File: src/rtl/urlap_pkg.sv
// shared types, codes and constants of the url authority parser
package urlap_pkg;

    // parse modes
    localparam logic [2:0] MODE_SCHEME = 3'd0;
    localparam logic [2:0] MODE_SEP1   = 3'd1;
    localparam logic [2:0] MODE_SEP2   = 3'd2;
    localparam logic [2:0] MODE_HOST   = 3'd3;
    localparam logic [2:0] MODE_PORT   = 3'd4;
    localparam logic [2:0] MODE_PATH   = 3'd5;

    // status codes
    localparam logic [2:0] ERR_NONE       = 3'd0;
    localparam logic [2:0] ERR_NO_COLON   = 3'd1;
    localparam logic [2:0] ERR_HTTPS      = 3'd2;
    localparam logic [2:0] ERR_SEPARATOR  = 3'd3;
    localparam logic [2:0] ERR_EMPTY_HOST = 3'd4;
    localparam logic [2:0] ERR_PORT_CHAR  = 3'd5;
    localparam logic [2:0] ERR_PORT_LONG  = 3'd6;
    localparam logic [2:0] ERR_PORT_EMPTY = 3'd7;

    // character roles
    localparam logic [2:0] ROLE_SCHEME    = 3'd0;
    localparam logic [2:0] ROLE_SEPARATOR = 3'd1;
    localparam logic [2:0] ROLE_HOST      = 3'd2;
    localparam logic [2:0] ROLE_PORT      = 3'd3;
    localparam logic [2:0] ROLE_PATH      = 3'd4;
    localparam logic [2:0] ROLE_ERROR     = 3'd5;

    // characters of interest
    localparam logic [7:0] CHAR_COLON = 8'h3A;
    localparam logic [7:0] CHAR_SLASH = 8'h2F;
    localparam logic [7:0] CHAR_ZERO  = 8'h30;
    localparam logic [7:0] CHAR_NINE  = 8'h39;

    localparam logic [2:0]  SCHEME_LEN   = 3'd5;
    localparam logic [2:0]  SEG_MAX      = 3'd7;
    localparam logic [15:0] DEFAULT_PORT = 16'd80;

    typedef struct packed {
        logic [7:0] character;
        logic       last_char;
    } in_item_t;

    typedef struct packed {
        logic [2:0]  char_role;
        logic        host_copy;
        logic        done_res;
        logic [2:0]  status;
        logic [16:0] port_value;
        logic        path_given;
    } out_item_t;

    typedef struct packed {
        logic [2:0]  mode;
        logic [2:0]  match_idx;
        logic        mismatch;
        logic [2:0]  seg_len;
        logic [16:0] port_acc;
        logic        port_seen;
        logic [2:0]  error_code;
        logic        path_seen;
    } parse_state_t;

    localparam parse_state_t PARSE_CLEAR = '{
        mode:       MODE_SCHEME,
        match_idx:  3'd0,
        mismatch:   1'b0,
        seg_len:    3'd0,
        port_acc:   17'd0,
        port_seen:  1'b0,
        error_code: ERR_NONE,
        path_seen:  1'b0
    };

    // the rejected scheme, one letter per position
    function automatic logic [7:0] https_char(input logic [2:0] idx);
        logic [7:0] ch;
        case (idx)
            3'd0:    ch = 8'h68; // h
            3'd1:    ch = 8'h74; // t
            3'd2:    ch = 8'h74; // t
            3'd3:    ch = 8'h70; // p
            3'd4:    ch = 8'h73; // s
            default: ch = 8'h00;
        endcase
        return ch;
    endfunction

endpackage

File: src/rtl/url_authority_parser.sv
// top level of the url authority parser: handshake, registers and parse state
// an accepted character passes the input register, then the result register, on its way to the output
// throughput: one character per cycle while out_stall lets results drain, set by the
// combinational parse step between the input register and the result register
// reset: rst_n clears the parse state, both stage valids and sets the
// default port to 80; a url in flight is dropped
module url_authority_parser
    import urlap_pkg::*;
#(
    parameter int MAX_PORT_DIGITS = 5
)
(
    input  logic        clk,
    input  logic        rst_n,
    // character channel
    input  logic        in_valid,
    output logic        in_stall,
    input  in_item_t    in_item,
    // result channel
    output logic        out_valid,
    input  logic        out_stall,
    output out_item_t   out_item,
    // default port register
    input  logic        cfg_wr_en,
    input  logic [15:0] cfg_wr_data
);

    // input register: holds one character until the parse step can take it
    in_item_t     item_reg;
    logic         item_vld_reg;

    // result register: one finished result item
    out_item_t    res_reg;
    logic         res_vld_reg;

    // running parse state of the current url
    parse_state_t state_reg;
    parse_state_t state_next;
    out_item_t    res_next;

    logic [15:0]  default_port_reg;

    logic         advance;
    logic         in_take;

    // the parse step fires when a character waits and the result slot frees up
    assign advance  = item_vld_reg && (!res_vld_reg || !out_stall);
    // the input register refills in the same cycle it drains
    assign in_stall = item_vld_reg && !advance;
    assign in_take  = in_valid && !in_stall;

    assign out_valid = res_vld_reg;
    assign out_item  = res_reg;

    urlap_step #(
        .MAX_PORT_DIGITS (MAX_PORT_DIGITS)
    ) u_step (
        .state        (state_reg),
        .item         (item_reg),
        .default_port (default_port_reg),
        .state_next   (state_next),
        .result       (res_next)
    );

    // configuration
    always_ff @(posedge clk or negedge rst_n)
    begin
        if (!rst_n)
        begin
            default_port_reg <= DEFAULT_PORT;
        end
        else if (cfg_wr_en)
        begin
            default_port_reg <= cfg_wr_data;
        end
    end

    // input stage
    always_ff @(posedge clk or negedge rst_n)
    begin
        if (!rst_n)
        begin
            item_vld_reg <= 1'b0;
        end
        else if (in_take)
        begin
            item_vld_reg <= 1'b1;
        end
        else if (advance)
        begin
            item_vld_reg <= 1'b0;
        end
    end

    always_ff @(posedge clk)
    begin
        if (in_take)
        begin
            item_reg <= in_item;
        end
    end

    // parse state, updated once per character
    always_ff @(posedge clk or negedge rst_n)
    begin
        if (!rst_n)
        begin
            state_reg <= PARSE_CLEAR;
        end
        else if (advance)
        begin
            state_reg <= state_next;
        end
    end

    // result stage
    always_ff @(posedge clk or negedge rst_n)
    begin
        if (!rst_n)
        begin
            res_vld_reg <= 1'b0;
        end
        else if (advance)
        begin
            res_vld_reg <= 1'b1;
        end
        else if (!out_stall)
        begin
            res_vld_reg <= 1'b0;
        end
    end

    always_ff @(posedge clk)
    begin
        if (advance)
        begin
            res_reg <= res_next;
        end
    end

    // errors stay put until the url ends
    assert property (@(posedge clk) disable iff (!rst_n)
        (advance && !item_reg.last_char && state_reg.error_code != ERR_NONE)
        |=> (state_reg.error_code == $past(state_reg.error_code)))
        else $error("sticky error changed within a url");

    // the end of a url clears the parse state
    assert property (@(posedge clk) disable iff (!rst_n)
        (advance && item_reg.last_char) |=> (state_reg == PARSE_CLEAR))
        else $error("parse state not cleared after last character");

    // a failed url reports neither port nor path
    assert property (@(posedge clk) disable iff (!rst_n)
        (res_vld_reg && res_reg.status != ERR_NONE)
        |-> (res_reg.port_value == 17'd0 && !res_reg.path_given))
        else $error("port or path reported with an error status");

    // port and path appear only on the last result of a url
    assert property (@(posedge clk) disable iff (!rst_n)
        (res_vld_reg && !res_reg.done_res)
        |-> (res_reg.port_value == 17'd0 && !res_reg.path_given))
        else $error("port or path reported before the last character");

    // a character that failed to advance remains in the input register
    assert property (@(posedge clk) disable iff (!rst_n)
        (item_vld_reg && !advance) |=> item_vld_reg)
        else $error("waiting character lost");

endmodule

File: src/rtl/urlap_step.sv
// per-character parse step: next parse state and the result item
module urlap_step
    import urlap_pkg::*;
#(
    parameter int MAX_PORT_DIGITS = 5
)
(
    input  parse_state_t state,
    input  in_item_t     item,
    input  logic [15:0]  default_port,
    output parse_state_t state_next,
    output out_item_t    result
);

    localparam logic [2:0] MAX_DIGITS = 3'(MAX_PORT_DIGITS);

    parse_state_t st;
    logic [2:0]   role;
    logic         hc;
    logic         is_colon;
    logic         is_slash;
    logic         is_digit;
    logic [16:0]  acc_x10;
    logic [16:0]  digit;

    assign is_colon = (item.character == CHAR_COLON);
    assign is_slash = (item.character == CHAR_SLASH);
    assign is_digit = (item.character >= CHAR_ZERO) && (item.character <= CHAR_NINE);
    assign acc_x10  = (state.port_acc << 3) + (state.port_acc << 1);
    assign digit    = {13'd0, item.character[3:0]};

    always_comb
    begin
        st     = state;
        role   = ROLE_ERROR;
        hc     = 1'b0;
        result = '0;

        if (state.error_code == ERR_NONE)
        begin
            case (state.mode)
                MODE_SCHEME:
                begin
                    if (is_colon)
                    begin
                        if (!state.mismatch && state.match_idx == SCHEME_LEN)
                        begin
                            st.error_code = ERR_HTTPS;
                        end
                        else
                        begin
                            role    = ROLE_SEPARATOR;
                            st.mode = MODE_SEP1;
                        end
                    end
                    else
                    begin
                        role = ROLE_SCHEME;
                        if (state.match_idx >= SCHEME_LEN ||
                            item.character != https_char(state.match_idx))
                        begin
                            st.mismatch = 1'b1;
                        end
                        if (state.match_idx < SCHEME_LEN)
                        begin
                            st.match_idx = state.match_idx + 3'd1;
                        end
                    end
                end
                MODE_SEP1, MODE_SEP2:
                begin
                    if (is_slash)
                    begin
                        role = ROLE_SEPARATOR;
                        if (state.mode == MODE_SEP1)
                        begin
                            st.mode = MODE_SEP2;
                        end
                        else
                        begin
                            st.mode    = MODE_HOST;
                            st.seg_len = 3'd0;
                        end
                    end
                    else
                    begin
                        st.error_code = ERR_SEPARATOR;
                    end
                end
                MODE_HOST:
                begin
                    if (is_colon || is_slash)
                    begin
                        if (state.seg_len == 3'd0)
                        begin
                            st.error_code = ERR_EMPTY_HOST;
                        end
                        else if (is_colon)
                        begin
                            role        = ROLE_SEPARATOR;
                            hc          = 1'b1;
                            st.mode     = MODE_PORT;
                            st.seg_len  = 3'd0;
                            st.port_acc = 17'd0;
                        end
                        else
                        begin
                            role         = ROLE_PATH;
                            st.path_seen = 1'b1;
                            st.mode      = MODE_PATH;
                        end
                    end
                    else
                    begin
                        role = ROLE_HOST;
                        hc   = 1'b1;
                        if (state.seg_len < SEG_MAX)
                        begin
                            st.seg_len = state.seg_len + 3'd1;
                        end
                    end
                end
                MODE_PORT:
                begin
                    if (is_slash)
                    begin
                        if (state.seg_len > MAX_DIGITS)
                        begin
                            st.error_code = ERR_PORT_LONG;
                        end
                        else if (state.seg_len == 3'd0)
                        begin
                            st.error_code = ERR_PORT_EMPTY;
                        end
                        else
                        begin
                            role         = ROLE_PATH;
                            st.port_seen = 1'b1;
                            st.path_seen = 1'b1;
                            st.mode      = MODE_PATH;
                        end
                    end
                    else if (is_digit)
                    begin
                        role = ROLE_PORT;
                        hc   = 1'b1;
                        if (state.seg_len < MAX_DIGITS)
                        begin
                            st.port_acc = acc_x10 + digit;
                        end
                        if (state.seg_len < SEG_MAX)
                        begin
                            st.seg_len = state.seg_len + 3'd1;
                        end
                    end
                    else
                    begin
                        st.error_code = ERR_PORT_CHAR;
                    end
                end
                default:
                begin
                    role = ROLE_PATH;
                end
            endcase
        end

        result.char_role = role;
        result.host_copy = hc;
        result.done_res  = item.last_char;

        if (!item.last_char)
        begin
            result.status = st.error_code;
        end
        else
        begin
            // checks that only the end of the url can settle
            if (st.error_code == ERR_NONE)
            begin
                case (st.mode)
                    MODE_SCHEME:
                    begin
                        st.error_code = ERR_NO_COLON;
                    end
                    MODE_SEP1, MODE_SEP2:
                    begin
                        st.error_code = ERR_SEPARATOR;
                    end
                    MODE_HOST:
                    begin
                        if (st.seg_len == 3'd0)
                        begin
                            st.error_code = ERR_EMPTY_HOST;
                        end
                    end
                    MODE_PORT:
                    begin
                        if (st.seg_len == 3'd0)
                        begin
                            st.error_code = ERR_PORT_EMPTY;
                        end
                        else if (st.seg_len > MAX_DIGITS)
                        begin
                            st.error_code = ERR_PORT_LONG;
                        end
                        else
                        begin
                            st.port_seen = 1'b1;
                        end
                    end
                    default:
                    begin
                        st.error_code = st.error_code;
                    end
                endcase
            end

            result.status = st.error_code;
            if (st.error_code == ERR_NONE)
            begin
                result.port_value = st.port_seen ? st.port_acc : {1'b0, default_port};
                result.path_given = st.path_seen;
            end
        end
    end

    // a finished url leaves the parser ready for the next one
    assign state_next = item.last_char ? PARSE_CLEAR : st;

endmodule

File: config.mk
export PLATFORM = sky130hd
export DESIGN_NAME = url_authority_parser
export DESIGN_NICKNAME = d
export VERILOG_FILES = /design/src/rtl/urlap_pkg.sv /design/src/rtl/url_authority_parser.sv /design/src/rtl/urlap_step.sv
export SDC_FILE = /design/constraint.sdc
export NUM_CORES = 1
export LEC_CHECK = 0
export ABC_AREA = 1
export BUFFER_PORTS_ARGS = -buffer_cell sky130_fd_sc_hd__buf_2
export CORE_ASPECT_RATIO = 2
export CORE_MARGIN = 2
export CORE_UTILIZATION = 64
export CTS_CLUSTER_DIAMETER = 80
export CTS_CLUSTER_SIZE = 20
export DETAILED_ROUTE_END_ITERATION = 12
export GPL_TIMING_DRIVEN = 0
export PLACE_DENSITY = 0.95
export SYNTH_ARGS = -nofsm -noshare
export SYNTH_HDL_FRONTEND = slang
export SYNTH_SLANG_ARGS = --single-unit
File: constraint.sdc
create_clock -name clk -period 4.85 [get_ports clk]
set_clock_uncertainty 0.15 [all_clocks]
set_input_delay 0.97 -clock clk [delete_from_list [all_inputs] [get_ports clk]]
set_output_delay 0.97 -clock clk [all_outputs]
set_load 0.01 [all_outputs]
Yosys cells after proc, flatten, opt, wreduce, memory -nomap -nowiden
Cells that the tools add are included.
{ "word_totals": {"inputBits": 30, "reg_bits": 85, "out_inout_bits": 28, "elab_cells": 168} }
{ "classes": {"n_eq_ne": 18, "addsub": 4, "n_reduce_logical": 33, "order_cmp": 8, "muxes": 85} }
{ "ops": {"columns": ["operator", "n"], "rows": [
  ["$mux 3", 34],
  ["$mux 20", 4],
  ["$mux 32", 2],
  ["$pmux 3 s4", 4],
  ["$mux 17", 2],
  ["$pmux 17 s2", 1],
  ["$pmux 7 s4", 1],
  ["$mux 1", 25],
  ["$logic_not 3->1", 8],
  ["$mux 8", 3],
  ["$mux 4", 5],
  ["$eq 3x2->1 const B", 6],
  ["$add 17x17->17", 1],
  ["$add 17x4->17", 1],
  ["$eq 8x6->1 const B", 2],
  ["$mux 16", 1],
  ["$eq 3x3->1 const B", 4],
  ["$reduce_and 5->1", 2],
  ["$reduce_bool 2->1", 5],
  ["$eq 3x1->1 const B", 3],
  ["$lt 3x3->1 const B", 3],
  ["$pmux 3 s3", 1],
  ["$ge 8x6->1 const B", 1],
  ["$le 8x6->1 const B", 1],
  ["other kinds (13)", 28]
]} }

Logic depth before layout (Yosys ltp)
Gate-level depths: netlist of the first run.
{ "logic_depth": {"depth_word": 20, "ltp_mapped": 20, "ltp_nobuf": 19} }

By module
From an unflattened synthesis of the first run, not the netlist that was laid out.
{ "hier_totals": {"cells_unflattened": 770, "area_unflattened_um2": 5885.6} }
{ "by_module_without_submodules": {"columns": ["module", "n_inst", "cells_each", "seq_area_each_um2", "area_each_um2"], "rows": [
  ["url_authority_parser", 1, 252, 2304.7, 3099.2],
  ["urlap_step", 1, 518, 0.0, 2786.4]
]} }

Least setup slack after synthesis of the first run
OpenSTA, ideal clock, no wires.
{ "synth_timing": {"kind": "reg-to-reg", "from": "reg item_reg[4] in the netlist's numbering", "to": "reg res_reg (netlist bit out_item[13]) (data pin)", "path_buffers": 0, "stages_incl_launch_ff": 19, "required_ns": 4.449, "setup_slack_ns": 1.753, "arrival_ns": 2.696, "setup_time_ns": 0.251, "cell_sequence": "edfxtp_1 -> fa_1 -> inv_1 -> fa_1 -> nand3b_1 -> nand2_1 -> nand2_1 -> nand2_1 -> nand2_1 -> o21ai_0 -> nand2_1 -> nand2_1 -> nand2_1 -> nand3_1 -> nand2_1 -> nand2_1 -> nand2_1 -> inv_1 -> nor2_2"} }
{ "synth_via": {"elab_chain_cells": 14} }
{ "synth_lines": {"columns": ["element", "line_no", "source"], "rows": [
  ["start: declaration", "url_authority_parser.sv:29", "in_item_t item_reg;"],
  ["start signal: assignment", "url_authority_parser.sv:99", "item_reg <= in_item;"],
  ["$ge 8x6->1, or another cell as far along", "urlap_step.sv:28", "assign is_digit = (item.character >= CHAR_ZERO) && (item.character <= CHAR_NINE);"],
  ["$logic_and 1x1->1 or $mux 20 (tied branches)", "urlap_step.sv:28, urlap_step.sv:98", null],
  ["$mux 20, on equally long branches", "urlap_step.sv:143, urlap_step.sv:94", null],
  ["$mux 20 or $mux 3 (tied branches)", "urlap_step.sv:125, urlap_step.sv:92", null],
  ["$pmux 3 s3", "urlap_step.sv:41", "case (state.mode)"],
  ["$mux 32 *", "urlap_step.sv:39", "if (state.error_code == ERR_NONE)"],
  ["$gt 3x3->1", "urlap_step.sv:203", "else if (st.seg_len > MAX_DIGITS)"],
  ["$mux 3", "urlap_step.sv:203", null],
  ["$mux 3", "urlap_step.sv:199", "if (st.seg_len == 3'd0)"],
  ["$pmux 3 s4", "urlap_step.sv:181", "case (st.mode)"],
  ["$mux 4", "urlap_step.sv:179", "if (st.error_code == ERR_NONE)"],
  ["$mux 4", "urlap_step.sv:172", "if (!item.last_char)"],
  ["$logic_not 3->1", "urlap_step.sv:220", "if (st.error_code == ERR_NONE)"],
  ["$reduce_and 2->1 (no source line)", null, null],
  ["end signal: assignment", "url_authority_parser.sv:137", "res_reg <= res_next;"],
  ["end: declaration", "url_authority_parser.sv:33", "out_item_t res_reg;"]
]} }
Mark *: on every way between the ends. The rest lies on a longest branch, timed or not. The select of a mux whose other input is x is not followed.
A chain may end at the register's enable or synchronous reset.

Final worst setup path of the first run
Same ends and word-level chain as after synthesis.

==> results of run 1 <==
[worst register-to-register path, delay by kind of cell (launching register included)]
kind	cells	cell delay, ns
adders and majority gates	2	1.11
AOI/OAI and AO/OA	1	0.32
buffers and inverters	2	0.17
DFF	1	0.54
and+or+nand+nor	13	1.09
[worst max-delay path by stage]
stage          slack (ns)  depth (start not counted)                   from                         end
2_1_floorplan        1.75                         18  item_reg[4]$_DFFE_PP_  out_item[13]$_SDFFCE_PN0P_
3_3_place_gp         1.37                          5              out_stall  out_item[11]$_SDFFCE_PN0P_
3_5_place_dp         1.36                         18  item_reg[4]$_DFFE_PP_  out_item[13]$_SDFFCE_PN0P_
4_1_cts              1.28                         18  item_reg[4]$_DFFE_PP_  out_item[13]$_SDFFCE_PN0P_
5_1_grt              1.08                         18  item_reg[4]$_DFFE_PP_  out_item[13]$_SDFFCE_PN0P_
6_report             1.26                         18  item_reg[4]$_DFFE_PP_  out_item[13]$_SDFFCE_PN0P_
[cell type report]
cell class / count / area [µm²] / share of cell area
Inverter: 102 / 382.9 / 0.06156
Buffer: 11 / 77.57 / 0.01247
Tap cell: 98 / 122.6 / 0.01971
Clock inverter: 5 / 83.83 / 0.01348
Clock buffer: 11 / 242.7 / 0.03903
Sequential cell: 85 / 2305 / 0.3705
Timing Repair Buffer: 56 / 280.3 / 0.04506
Multi-Input combinational cell: 475 / 2725 / 0.4381
[power breakdown]
part / internal (mW) / total, mW / switching [mW] / leakage, nW
clock network: 0.466 / 0.745 / 0.279 / 0.152
logic: 0.0892 / 0.260 / 0.171 / 1.98
registers: 0.810 / 0.842 / 0.0325 / 0.993
total: 1.37 / 1.85 / 0.483 / 3.13
[cell families (layout without fill, tap and decap cells)]
family	count (synthesis)	count (layout)	synth area share
simple gates	293	293	0.2396
compound gates	118	118	0.1194
buf+inv	113	185	0.08366
flops	85	85	0.4199
fa+ha+maj	37	37	0.08708
mux	16	16	0.03282
xor+xnor	11	11	0.01755
[layout by cell type, fill, tap and decap left out, types with 3 or more instances in the layout]
master	instances
xnor2_1	3
inv_2	5
clkbuf_1	8
nor2_4	3
dfrtp_1	48
nand2_1	159
nand2_2	8
o21ai_0	52
a22o_1	3
nor2_2	17
a21oi_1	36
nor2_1	39
nand4_1	8
o22ai_1	9
nor3_1	5
buf_2	56
inv_1	95
mux2_2	16
nand3_1	45
xor2_1	8
or2_2	3
a21oi_2	3
clkbuf_16	9
ha_1	35
o21bai_1	3
a21boi_0	3
edfxtp_1	35
nand3b_1	3
[routing by layer]
metal / vias to the layer above / global-route usage
li1: 2366 / -
met4: 0 / 0.1427
met5: - / 0
met2: 218 / 0.5710
met3: 52 / 0.05224
met1: 2341 / 0.3381
==> qor.yml, run 1 <==
seq_area_frac_synth: 0.4199
cp_slowest_stage_delay_ns: 0.66
crit_fanout: 7
rsz0062_at_grt: "false"
die-height_um: 135.0
synth_top_cell_area_share: 0.2188
cp_common_cell: "nand2_1"
cts_root_buffer: "clkbuf_16"
insertion_delay_ns: 0.34
ant_nets: 0
leakage_nw: 3.128
powerDensity_nw_per_um2: 297.1
cp-start-kind: "register"
worstPathArrival_ns: 3.54
worst_slew_pin_slew_ns: 1.195
io_buffer_count: 56
reg2reg_to: "out_item[13]$_SDFFCE_PN0P_"
status: "completed"
reg2reg_from: "item_reg[4]$_DFFE_PP_"
yosys-top-cells-area: "dfrtp_1 (22%), edfxtp_1 (19%), nand2_1 (11%), ha_1 (8.0%), inv_1 (6.5%)"
diodes: 0
via_per_inst: 5.904
peakVddDrop_v: 0.0003478
postLayoutCellArea_um2: 6220
cts.htree.levels: 3
finish.utilization: 0.7501
worst_hold_slack_ns: 0.3578
dieWidth_um: 69.49
largest_reg_flops: 32
core_area_um2: 8292
synthArstFlopShare: 0.5882
route.vias.total: 4977
highest-signal-layer: "met4"
total_power_mw: 1.848
clockBufferDepth: 2
crit_chain: "fa_1, inv_1, fa_1, nand3b_1, nand2_1, nand2_1, nand2_1, nand2_1, o21ai_0, nand2_1, nand2_1, nand2_1, nand3_1, nand2_1, nand2_1, nand2_1, inv_1, nor2_2"
ys_top_cells_by_count: "nand2_1 (159), inv_1 (95), o21ai_0 (52), dfrtp_1 (48), nand3_1 (45)"
timing.fmax_mhz: 278.7
die-area_um2: 9378
grt.overflow.total: 0
dp_hpwl_mm: 10.29
hold_violations: 0
post-cts-setup-buffer-count: 0
start_util: 0.6620
placed_area_um2: 5893
synth_edf_count: 35
drt-total-wl_mm: 13.82
critical_path_class: "register to register"
synth_area_um2: 5489
cts_tree: "built"
min_to: "default_port_reg[10]$_DFFE_PN0P_"
grt_usage: 0.3085
cts_resized: 0
firstDrtPassIters: 5
crit_buf_inv: 2
dr_wl_met2_mm: 7.599
slowest_stage: "fa_1"
cp_data_required_time_ns: 4.81
rows: 47
antenna_found_initial: 0
ioPinCount: 58
clk_pin_slew_worst_paths_ns: 0.06
fill_cells: 590
syn_avg_cell_area_um2: 8.156
max_slew_margin: 0.2030
cap_violations: 0
drt_iter0_markers: 380
ys_dominant_reg_cell: "dfrtp_1"
whs_path_depth: 1
final-setup-viol-count: 0
routabilityCongestion: 0.9770
grt_max_degree: 51
wl_met3_um: 735
wl_per_cell_um: 16.39
period_needed_ns: 3.588
holdBufCountCts: 0
yosysUniqueCellTypes: 40
rrSetupSlack_ns: 1.26
tns_ns: 0
drive_above_1_share: 0.1812
synthCells: 673
nets: 807
ys_seq_elements: 85
fin_cells: 843
syn_to_final_growth_pct: 13.31
critPathCaptureType: "register"
critPathTopFamily: "adder cells"
synth_most_common_cell: "nand2_1"
netlist.top_cell.by_area: "dfrtp_1"
min_period_over_period: 0.7399
min_from: "default_port_reg[10]$_DFFE_PN0P_"
finalMaxSlewViolations: 0
fin_ws_ns: 1.262
grt_pass1_wl_mm: 22.83
placed_cells: 827
grt_pass1_vias: 4907
reg2regPathDepth: 18
syn_nets: 740
synth_warnings: 0
drc: 0
hold_path_class: "register to register"
clock_sinks: 85
wl_met1_mm: 4.892
numCtsBuffers: 9
pre_cts_slack_ns: 1.365
Note: power is estimated with default switching activity, not from simulation.
==> inputs of run 2 (changes only) <==
--- a/config.mk
+++ b/config.mk
@@ -9,12 +9,12 @@
 export BUFFER_PORTS_ARGS = -buffer_cell sky130_fd_sc_hd__buf_2
 export CORE_ASPECT_RATIO = 2
 export CORE_MARGIN = 2
-export CORE_UTILIZATION = 64
+export CORE_UTILIZATION = 60
 export CTS_CLUSTER_DIAMETER = 80
 export CTS_CLUSTER_SIZE = 20
 export DETAILED_ROUTE_END_ITERATION = 12
 export GPL_TIMING_DRIVEN = 0
-export PLACE_DENSITY = 0.95
+export PLACE_DENSITY = 0.9
 export SYNTH_ARGS = -nofsm -noshare
 export SYNTH_HDL_FRONTEND = slang
 export SYNTH_SLANG_ARGS = --single-unit
==> constraint.sdc (replaced) <==
create_clock -name clk -period 3.4 [get_ports clk]
set_clock_uncertainty 0.15 [all_clocks]
set_input_delay 0.68 -clock clk [delete_from_list [all_inputs] [get_ports clk]]
set_output_delay 0.68 -clock clk [all_outputs]
set_load 0.01 [all_outputs]
==> run 2 against run 1 <==
  * Non-clock buffer count up 7
  * Sequential cell count stayed put
  * Maximum frequency increased by 10%
  * Count of clock-buffer cells in the layout is 1 lower
  * Via count increased by 3.8%
==> qor.yml, run 2 (synthesized netlist as in run 1, its figures left out) <==
max_slew_margin: 0.2024
crit_fanout: 3
die-height_um: 139.3
grt_pass1_wl_mm: 24.63
swShare: 0.2784
most-common-layout-cells: "nand2_1 (157), inv_1 (95), buf_2 (56)"
cts_root_buffer: "clkbuf_16"
hold_violations: 0
comb_power_share: 0.142
min_period_over_period: 0.9572
grt.overflow.total: 0
leakage_nw: 3.162
hold_path_class: "primary input to register"
core_area_um2: 8951
status: "completed"
power.share.clock: 0.390
drt-total-wl_mm: 15.94
rows: 49
highest-signal-layer: "met4"
ioPinCount: 58
diodes: 0
holdBufCountCts: 0
cp_data_required_time_ns: 3.47
cp-start-kind: "register"
final-setup-viol-count: 0
clockBufferDepth: 2
intPower_mw: 1.859
power.switching_mw: 0.7174
powerDensity_nw_per_um2: 410.2
drt_iter0_markers: 398
worstPathArrival_ns: 3.32
timing.fmax_mhz: 307.3
ant_nets: 0
pre_cts_slack_ns: -0.3167
wl_met1_mm: 4.925
fill_cells: 656
cap_violations: 0
route.vias.total: 5168
numCtsBuffers: 9
routabilityCongestion: 0.9714
total_power_mw: 2.577
grt_max_degree: 51
critical_path_class: "register to register"
period_needed_ns: 3.254
worst_hold_slack_ns: 0.3531
clock_sinks: 85
drc: 0
drive_above_1_share: 0.1995
nets: 814
tns_ns: 0
syn_to_final_growth_pct: 14.45
grt_usage: 0.3281
finalMaxSlewViolations: 0
worst_slew_pin_slew_ns: 1.196
layout_commonest_cell: "nand2_1"
antenna_found_initial: 0
wl_per_cell_um: 18.67
die-area_um2: 9976
io_buffer_count: 56
p_seq_frac: 0.468
insertion_delay_ns: 0.35
dieWidth_um: 71.63
critPathCaptureType: "register"
clk_pin_slew_worst_paths_ns: 0.07
cts.htree.levels: 3
wl_met3_um: 863
start_util: 0.6132
largest_reg_flops: 32
dp_hpwl_mm: 11.89
cts_tree: "built"
grt_pass1_vias: 5294
via_per_inst: 6.052
dr_wl_met2_mm: 8.670
peakVddDrop_v: 0.0005504
firstDrtPassIters: 5
fin_ws_ns: 0.1456
## run 2: cell count changes in the layout (fill, tap and decap cells not counted), sizes merged
cell,delta
buf,+7
inv,+3
bufinv,-1
clkbuf,-1
clkinvlp,-1
## run 2: final timing paths
kind	cells after the start	to	slack, ns	startpoint
setup / recovery	18	out_item[13]$_SDFFCE_PN0P_	0.15	state_reg[5]$_DFFE_PN0P_
setup reg to reg	18	out_item[13]$_SDFFCE_PN0P_	0.15	state_reg[5]$_DFFE_PN0P_
hold reg to reg	2	state_reg[25]$_DFFE_PN0P_	0.37	state_reg[25]$_DFFE_PN0P_
hold / removal	1	item_reg[4]$_DFFE_PP_	0.35	in_item[4]
min in group asynchronous	1	state_reg[3]$_DFFE_PN0P_	0.41	rst_n
max in group asynchronous	1	state_reg[11]$_DFFE_PN0P_	1.93	rst_n
## run 2: per-layer routing
| metal | vias up | GRT usage |
|---|---|---|
| li1 | 2365 | - |
| met1 | 2417 | 0.3017 |
| met2 | 279 | 0.5911 |
| met3 | 107 | 0.06372 |
| met4 | 0 | 0.2701 |
| met5 | - | 0 |
## run 2: worst max-delay path, stage by stage, from the launching register on
cell and delay (ns):
dfrtp_1 0.43, fa_1 0.59, inv_1 0.08, fa_2 0.40, nand3b_1 0.19, nand2_1 0.10, nand2_1 0.08, nand2_1 0.08
nand2_2 0.08, o21ai_2 0.15, nand2_1 0.08, nand2_1 0.07, or2_2 0.11, nand3_2 0.09, nand2_2 0.12, nand2_1 0.09
nand2_1 0.08, inv_1 0.05, nor2_2 0.08
## run 2: timing repair
action | CTS | global route
setup buffers | 3 | 4
pin swaps | 3 | 5
resized for setup | 3 | 8
endpoints found under the hold margin | 0 | 0
setup endpoints to repair | 6 | 8
## run 2: final cells by class
class                           count  area, µm²  share of cell area
Multi-Input combinational cell    475       2759              0.4392
Sequential cell                    85       2305              0.3669
Inverter                          102      382.9             0.06094
Timing Repair Buffer               63      332.8             0.05298
Clock buffer                       10      229.0             0.03645
Tap cell                          102      127.6             0.02031
Buffer                             11      77.57             0.01235
Clock inverter                      6      68.82             0.01095
## run 2: power groups by stage
stage | clock (mW) | combinational [mW] | sequential (mW)
final | 1.00 | 0.366 | 1.21
after floorplan | 0 | 0.222 | 1.23
after detailed placement | 0 | 0.359 | 1.22
after global routing | 1.05 | 0.406 | 1.21
after global placement | 0 | 0.343 | 1.22
after CTS | 1.01 | 0.364 | 1.20
## run 2: through the flow
step           utilization  cells  cell area, µm²
3_5_place_dp        0.6589    831            5898
6_report            0.7018    854            6282
4_1_cts             0.6951    850            6222
3_3_place_gp        0.6588    831            5897
5_1_grt             0.7018    854            6282
2_1_floorplan            -    673            5489
